==> src/rtl/rid_ie_pkg.sv <==
`default_nettype none

package rid_ie_pkg;

   // Frame size limit; the byte counter saturates here
   localparam int FRAME_BYTES  = 4096;
   localparam int OffsetWidth  = 12;
   localparam int PosWidth     = $clog2(FRAME_BYTES + 1);
   // Position just past an element: frame end plus a full element body
   localparam int EndWidth     = $clog2(FRAME_BYTES + 257);
   localparam int CmpWidth     = (EndWidth > OffsetWidth) ? EndWidth : OffsetWidth;

   // Element codes
   localparam logic [7:0] VENDOR_TYPE    = 8'hdd;
   localparam logic [7:0] MIN_VENDOR_LEN = 8'd5;
   localparam logic [7:0] PAYLOAD_SKIP   = 8'd5;

   // Remote ID OUIs
   localparam logic [7:0] OUI_A0 = 8'h90;
   localparam logic [7:0] OUI_A1 = 8'h3a;
   localparam logic [7:0] OUI_A2 = 8'he6;
   localparam logic [7:0] OUI_B0 = 8'hfa;
   localparam logic [7:0] OUI_B1 = 8'h0b;
   localparam logic [7:0] OUI_B2 = 8'hbc;

   typedef enum logic [2:0] {
      PH_SKIP,
      PH_TYPE,
      PH_LEN,
      PH_BODY,
      PH_DONE
   } phase_type;

   // Expected OUI byte at body index 0..2 (index 3 never used)
   function automatic logic [7:0] oui_byte(input logic second, input logic [1:0] idx);
      logic [7:0] val;
      case (idx)
         2'd0:    val = second ? OUI_B0 : OUI_A0;
         2'd1:    val = second ? OUI_B1 : OUI_A1;
         2'd2:    val = second ? OUI_B2 : OUI_A2;
         default: val = 8'h00;
      endcase
      return val;
   endfunction

endpackage

`default_nettype wire

==> src/rtl/remote_id_vendor_ie_scanner_top.sv <==
`default_nettype none

// Remote ID vendor element scanner. Frame bytes arrive one per transaction on the
// req_ channel, with req_last_byte marking the final byte. Starting at the byte
// position held in the start offset register, the block walks type-length-value
// elements and latches the first vendor element (type 0xdd, length above 5) that
// carries one of the two Remote ID OUIs. On the last byte it emits one rsp_
// transaction: found, the payload start (element start + 7) and the payload
// length (element length - 5); both are zero when nothing was found, when the
// hit element runs past the frame end, or when the frame exceeds FRAME_BYTES.
// One byte is taken every clock unless req_stall is high: each byte updates the
// parse state registers and the result lands in an output register, so bytes keep
// flowing while a result is presented; req_stall rises only when that output
// register is full and stalled. The result is registered in the cycle after the
// last byte is taken. Write the start offset only between frames.

module remote_id_vendor_ie_scanner_top
   import rid_ie_pkg::*;
(
   input  wire logic                   clock,
   input  wire logic                   reset,

   input  wire logic                   csr_wr_en,
   input  wire logic [OffsetWidth-1:0] csr_wr_data,

   input  wire logic                   req_valid,
   output logic                        req_stall,
   input  wire logic [7:0]             req_data_byte,
   input  wire logic                   req_last_byte,

   output logic                        rsp_valid,
   input  wire logic                   rsp_stall,
   output logic                        rsp_found,
   output logic [OffsetWidth-1:0]      rsp_payload_start,
   output logic [7:0]                  rsp_payload_length
);

   logic [OffsetWidth-1:0] start_offset_ff;

   logic [PosWidth-1:0]    pos_ff, pos_in;
   phase_type              phase_ff, phase_in, walk_phase;
   logic [7:0]             elem_type_ff, elem_type_in;
   logic [7:0]             elem_len_ff, elem_len_in;
   logic [7:0]             body_rem_ff, body_rem_in;
   logic                   match_a_ff, match_a_in;
   logic                   match_b_ff, match_b_in;
   logic                   hit_valid_ff, hit_valid_in;
   logic [OffsetWidth-1:0] hit_start_ff, hit_start_in;
   logic [7:0]             hit_len_ff, hit_len_in;
   logic [EndWidth-1:0]    hit_end_ff, hit_end_in;

   logic                   rsp_valid_ff;
   logic                   found_ff;
   logic [OffsetWidth-1:0] pay_start_ff, pay_start_in;
   logic [7:0]             pay_len_ff, pay_len_in;

   logic                   req_accept;
   logic                   pos_at_start;
   logic [7:0]             body_idx;
   logic                   found;

   // Input side stalls only when a finished result is held back
   assign req_stall  = rsp_valid_ff && rsp_stall;
   assign req_accept = req_valid && !req_stall;

   assign pos_at_start = (CmpWidth'(pos_ff) == CmpWidth'(start_offset_ff));
   assign body_idx     = elem_len_ff - body_rem_ff;

   // Configuration register
   always_ff @(posedge clock) begin
      if (reset) begin
         start_offset_ff <= '0;
      end else if (csr_wr_en) begin
         start_offset_ff <= csr_wr_data;
      end
   end

   // Parse state register
   always_ff @(posedge clock) begin
      if (reset) begin
         pos_ff       <= '0;
         phase_ff     <= PH_SKIP;
         elem_type_ff <= '0;
         elem_len_ff  <= '0;
         body_rem_ff  <= '0;
         match_a_ff   <= 1'b1;
         match_b_ff   <= 1'b1;
         hit_valid_ff <= 1'b0;
         hit_start_ff <= '0;
         hit_len_ff   <= '0;
         hit_end_ff   <= '0;
      end else begin
         pos_ff       <= pos_in;
         phase_ff     <= phase_in;
         elem_type_ff <= elem_type_in;
         elem_len_ff  <= elem_len_in;
         body_rem_ff  <= body_rem_in;
         match_a_ff   <= match_a_in;
         match_b_ff   <= match_b_in;
         hit_valid_ff <= hit_valid_in;
         hit_start_ff <= hit_start_in;
         hit_len_ff   <= hit_len_in;
         hit_end_ff   <= hit_end_in;
      end
   end

   // Element walk: next state for one accepted byte
   always_comb begin
      pos_in       = pos_ff;
      phase_in     = phase_ff;
      elem_type_in = elem_type_ff;
      elem_len_in  = elem_len_ff;
      body_rem_in  = body_rem_ff;
      match_a_in   = match_a_ff;
      match_b_in   = match_b_ff;
      hit_valid_in = hit_valid_ff;
      hit_start_in = hit_start_ff;
      hit_len_in   = hit_len_ff;
      hit_end_in   = hit_end_ff;
      walk_phase   = phase_ff;
      found        = 1'b0;
      pay_start_in = '0;
      pay_len_in   = '0;

      if (req_accept) begin
         if (pos_ff >= PosWidth'(FRAME_BYTES)) begin
            // oversized frame: search ends with no hit
            phase_in     = PH_DONE;
            hit_valid_in = 1'b0;
         end else begin
            pos_in = pos_ff + PosWidth'(1);
            if (phase_ff == PH_SKIP && pos_at_start) begin
               walk_phase = PH_TYPE;
            end
            case (walk_phase)
               PH_TYPE: begin
                  elem_type_in = req_data_byte;
                  phase_in     = PH_LEN;
               end
               PH_LEN: begin
                  elem_len_in = req_data_byte;
                  body_rem_in = req_data_byte;
                  match_a_in  = 1'b1;
                  match_b_in  = 1'b1;
                  phase_in    = (req_data_byte == 8'd0) ? PH_TYPE : PH_BODY;
               end
               PH_BODY: begin
                  if (body_idx < 8'd3) begin
                     match_a_in = match_a_ff && (req_data_byte == oui_byte(1'b0, body_idx[1:0]));
                     match_b_in = match_b_ff && (req_data_byte == oui_byte(1'b1, body_idx[1:0]));
                  end
                  body_rem_in = body_rem_ff - 8'd1;
                  if (body_idx == 8'd2 && elem_type_ff == VENDOR_TYPE &&
                      elem_len_ff > MIN_VENDOR_LEN && (match_a_in || match_b_in)) begin
                     // element starts four bytes back; payload seven bytes in
                     hit_valid_in = 1'b1;
                     hit_start_in = OffsetWidth'(CmpWidth'(pos_ff) + CmpWidth'(3));
                     hit_len_in   = elem_len_ff - PAYLOAD_SKIP;
                     hit_end_in   = EndWidth'(pos_ff) + EndWidth'(elem_len_ff) -
                                    EndWidth'(2);
                     phase_in     = PH_DONE;
                  end else if (body_rem_in == 8'd0) begin
                     phase_in = PH_TYPE;
                  end
               end
               default: begin
               end
            endcase
         end

         // whole element must lie inside the frame
         found = hit_valid_in && (hit_end_in <= EndWidth'(pos_ff) + EndWidth'(1));

         // result fields as they stand before the frame clear
         pay_start_in = found ? hit_start_in : '0;
         pay_len_in   = found ? hit_len_in : '0;

         // frame end: clear for the next frame
         if (req_last_byte) begin
            pos_in       = '0;
            phase_in     = PH_SKIP;
            elem_type_in = '0;
            elem_len_in  = '0;
            body_rem_in  = '0;
            match_a_in   = 1'b1;
            match_b_in   = 1'b1;
            hit_valid_in = 1'b0;
            hit_start_in = '0;
            hit_len_in   = '0;
            hit_end_in   = '0;
         end
      end
   end

   // Result register
   always_ff @(posedge clock) begin
      if (reset) begin
         rsp_valid_ff <= 1'b0;
      end else if (req_accept && req_last_byte) begin
         rsp_valid_ff <= 1'b1;
      end else if (!rsp_stall) begin
         rsp_valid_ff <= 1'b0;
      end
   end

   always_ff @(posedge clock) begin
      if (req_accept && req_last_byte) begin
         found_ff     <= found;
         pay_start_ff <= pay_start_in;
         pay_len_ff   <= pay_len_in;
      end
   end

   assign rsp_valid          = rsp_valid_ff;
   assign rsp_found          = found_ff;
   assign rsp_payload_start  = pay_start_ff;
   assign rsp_payload_length = pay_len_ff;

endmodule

`default_nettype wire

==> config.mk <==
export PLATFORM = sky130hd
export DESIGN_NAME = remote_id_vendor_ie_scanner_top
export DESIGN_NICKNAME = d
export VERILOG_FILES = /design/src/rtl/rid_ie_pkg.sv /design/src/rtl/remote_id_vendor_ie_scanner_top.sv
export SDC_FILE = /design/constraint.sdc
export NUM_CORES = 1
export LEC_CHECK = 0
export BUFFER_PORTS_ARGS = -buffer_cell sky130_fd_sc_hd__buf_4
export CORE_MARGIN = 5
export CORE_UTILIZATION = 52
export DETAILED_ROUTE_END_ITERATION = 12
export PLACE_DENSITY = 0.7
export SLEW_MARGIN = 10
export SYNTH_ARGS = -nofsm -noshare
export SYNTH_HDL_FRONTEND = slang
export SYNTH_SLANG_ARGS = --single-unit
==> constraint.sdc <==
create_clock -name clock -period 7.42 [get_ports clock]
set_clock_uncertainty 0.15 [all_clocks]
set_input_delay 0.742 -clock clock [delete_from_list [all_inputs] [get_ports clock]]
set_output_delay 0.742 -clock clock [all_outputs]
set_load 0.02 [all_outputs]
==> flow_metrics.tcl <==
set metrics [dict create \
    dp.cells 958 \
    viasPerCell 5.87 \
    postCtsSetupRepairBufs 0 \
    synth_commonest_cells "96 x nor2_1, 89 x dfxtp_1, 60 x inv_1, 58 x ha_1, 45 x a21oi_1" \
    maxSlewViolCount 0 \
    required_ns 7.46 \
    fmax_ghz 0.161 \
    yosysUniqueCellTypes 61 \
    syn_avg_cell_area_um2 8.84 \
    grt-ovfl-total 0 \
    regArea_um2 2410 \
    worstSetupStartpointType "flip-flop" \
    yosys.cell_count.top_type "nor2_1" \
    wl_per_cell_um 16.9 \
    hold_viol 0 \
    timing.max_cap.violations 0 \
    yosysWarnings 0 \
    antenna_found_initial 0 \
    peakVddDrop_mv 0.149 \
    async_flop_share_pct 0 \
    num_vias 5717 \
    cts_root_buffer "clkbuf_16" \
    num_rows 41 \
    routabilityCongestion 0.917 \
    slew_headroom_pct 28.2 \
    timing.rr.end "rsp_payload_start[0]" \
    critPathCaptureType "flip-flop" \
    num-fill-cells 1153 \
    cp.arrival_ns 6.24 \
    yosys.area.top_type "dfxtp_1" \
    initial_core_util_pct 53.6 \
    drive_gt1_share_pct 11.1 \
    r2r_cells 20 \
    setup_violations 0 \
    multiInputGateArea_um2 4020 \
    clk_pin_slew_ns 0.07 \
    cts_sinks 110 \
    die_h_um 124 \
    wirelength_um 16500 \
    ctsHoldBuffers 0 \
    yosysSeqAreaShare_pct 35.4 \
    clock_latency_ns 0.37 \
    criticalPathCategory "flip-flop to flip-flop" \
    die_w_um 124 \
    drtIter0Drc 474 \
    fin_crit_ns 6.21 \
    coreArea_um2 12700 \
    synth_nets 857 \
    grt_pass1_wl_um 27300 \
    fin_crit_sh_pct 83.6 \
    holdWs_ns 0.316 \
    totalPowerFinal_mw 1.31 \
    grt_pass1_vias 5440 \
    io_buffers 48 \
    drcViolationCount 0 \
    hpwl_um 12300 \
    r2r-start "elem_len_ff[0]" \
    grt_usage_pct 21.3 \
    ys_seq_elements 110 \
    netlist_top_cells_area "dfxtp_1 26%, ha_1 11%, edfxtp_1 9.3%" \
    syn_area_um2 6810 \
    hold_depth 1 \
    cp_max_fo 21 \
    die_area_um2 15500 \
    cts_max_path_buffers 2 \
    setup_tns_ns 0 \
    synthFlopType "dfxtp_1" \
    rrSetupSlack_ns 1.21 \
    rsz0062_at_grt "false" \
    antenna_left 0 \
    whs_endpoint "hit_len_ff[4]" \
    cts_tree "done" \
    postCtsResizedCells 0 \
    utilization_pct 59.3 \
    boundaryPins 49 \
    areaGrowthSynthToFinish_pct 10.8 \
    worst_pin_slew_ns 1.07 \
    synth_edf_count 21 \
    synth_cells 771 \
    synth_top_cell_area_share_pct 26.1 \
    numCtsBuffers 9 \
    grt_max_degree 61 \
    powerDensity_nw_per_um2 173 \
    status "finished, final reports clean" \
    min_path_type "flip-flop to flip-flop" \
    finalNonFillerCells 974 \
    cts_max_level 3 \
    first_pass_iters 5 \
    antenna_cells 0 \
    p_leak_nw 2.93 \
    worstHoldStart "hit_len_ff[4]" \
    nets 883 \
]
kinds of logic after synthesis:
kind of cell	count (synthesis)	synth area share [%]
flip-flops	110	35.4
AO/OA/AOI/OAI	182	18.3
buffers and inverters	97	5.67
XOR/XNOR	63	8.10
AND/OR/NAND/NOR	229	16.7
adder cells (fa/ha/maj)	60	11.2
multiplexers	30	4.61
cell usage in the layout, fill, tap and decap left out, types with 10 or more instances in the layout:
cell and count:
a22o_1 17, dfxtp_1 89, nand3_1 13, mux2_2 11, nand2_1 35, ha_1 58, buf_4 52, nor2_1 95
nor3_1 12, xnor2_1 44, inv_1 60, a21oi_1 44, xor2_1 19, edfxtp_1 21, nand4_1 14, o2bb2ai_1 16
a211oi_1 21, o21ai_0 34, and3_1 10, mux2i_1 19, a22oi_1 12
how the worst max path moves through the flow:
stage / depth (start not counted) / slack, ns / end / startpoint
5_1_grt: 20 / 0.79 / rsp_payload_length[1] / elem_len_ff[0]
2_1_floorplan: 23 / 2.16 / rsp_payload_length[0] / elem_len_ff[0]
3_5_place_dp: 20 / 1.33 / rsp_payload_start[0] / elem_len_ff[0]
4_1_cts: 20 / 1.31 / rsp_payload_start[0] / elem_len_ff[0]
3_3_place_gp: 20 / 1.68 / rsp_payload_length[1] / elem_len_ff[0]
6_report: 20 / 1.21 / rsp_payload_start[0] / elem_len_ff[0]
metal layers:
| metal | wire, um | share of wire, % | track usage [%] |
|---|---|---|---|
| met2 | 7380 | 45 | 32.6 |
| met5 | 0 | 0 | 0 |
| met4 | 271 | 1.6 | 6.45 |
| met1 | 7640 | 46 | 29.8 |
| met3 | 1200 | 7.3 | 5.10 |
metrics by stage:
stage	cell area (um^2)	setup WS (ns)
after global routing	7550	0.792
after floorplan	6810	2.16
after detailed placement	7260	1.33
after global placement	7260	1.68
final	7550	1.21
after CTS	7550	1.31
area by class of cell:
type	instances	area share (%)
multi-input combinational	564	53.3
inverter	60	2.98
clock buffer	9	2.98
timing repair buffer	52	5.17
sequential	110	32.0
tap	172	2.85
clock inverter	7	0.763
worst max-delay path, cell delays in order, from the launching register on:
cell and delay (ns):
dfxtp_1 0.44, inv_1 0.14, ha_1 0.21, inv_1 0.06, fa_1 0.49, ha_1 0.34, or3_1 0.38, a22oi_1 0.20
nand4_1 0.12, a31oi_1 0.28, nand4_4 0.23, nor3_4 0.62, mux2_2 0.42, ha_1 0.29, and4_1 0.22, a2111oi_0 0.53
nand2_1 0.11, o21ai_0 0.18, o211ai_1 0.13, buf_4 0.24, a211oi_1 0.25
registers in the layout, indices dropped and copies added (netlist names), 3 cells and up:
signal,cells
hit_start_ff,12
phase_ff,3
elem_type_ff,8
pos_ff,13
hit_end_ff,13
rsp_payload_start,12
elem_len_ff,8
hit_len_ff,8
start_offset_ff,12
body_rem_ff,8
rsp_payload_length,8
power by group:
group	switching [mW]	internal [mW]
registers	0.0114	0.622
logic	0.119	0.0807
clock network	0.240	0.232
Note: power is estimated with default switching activity, not from simulation.
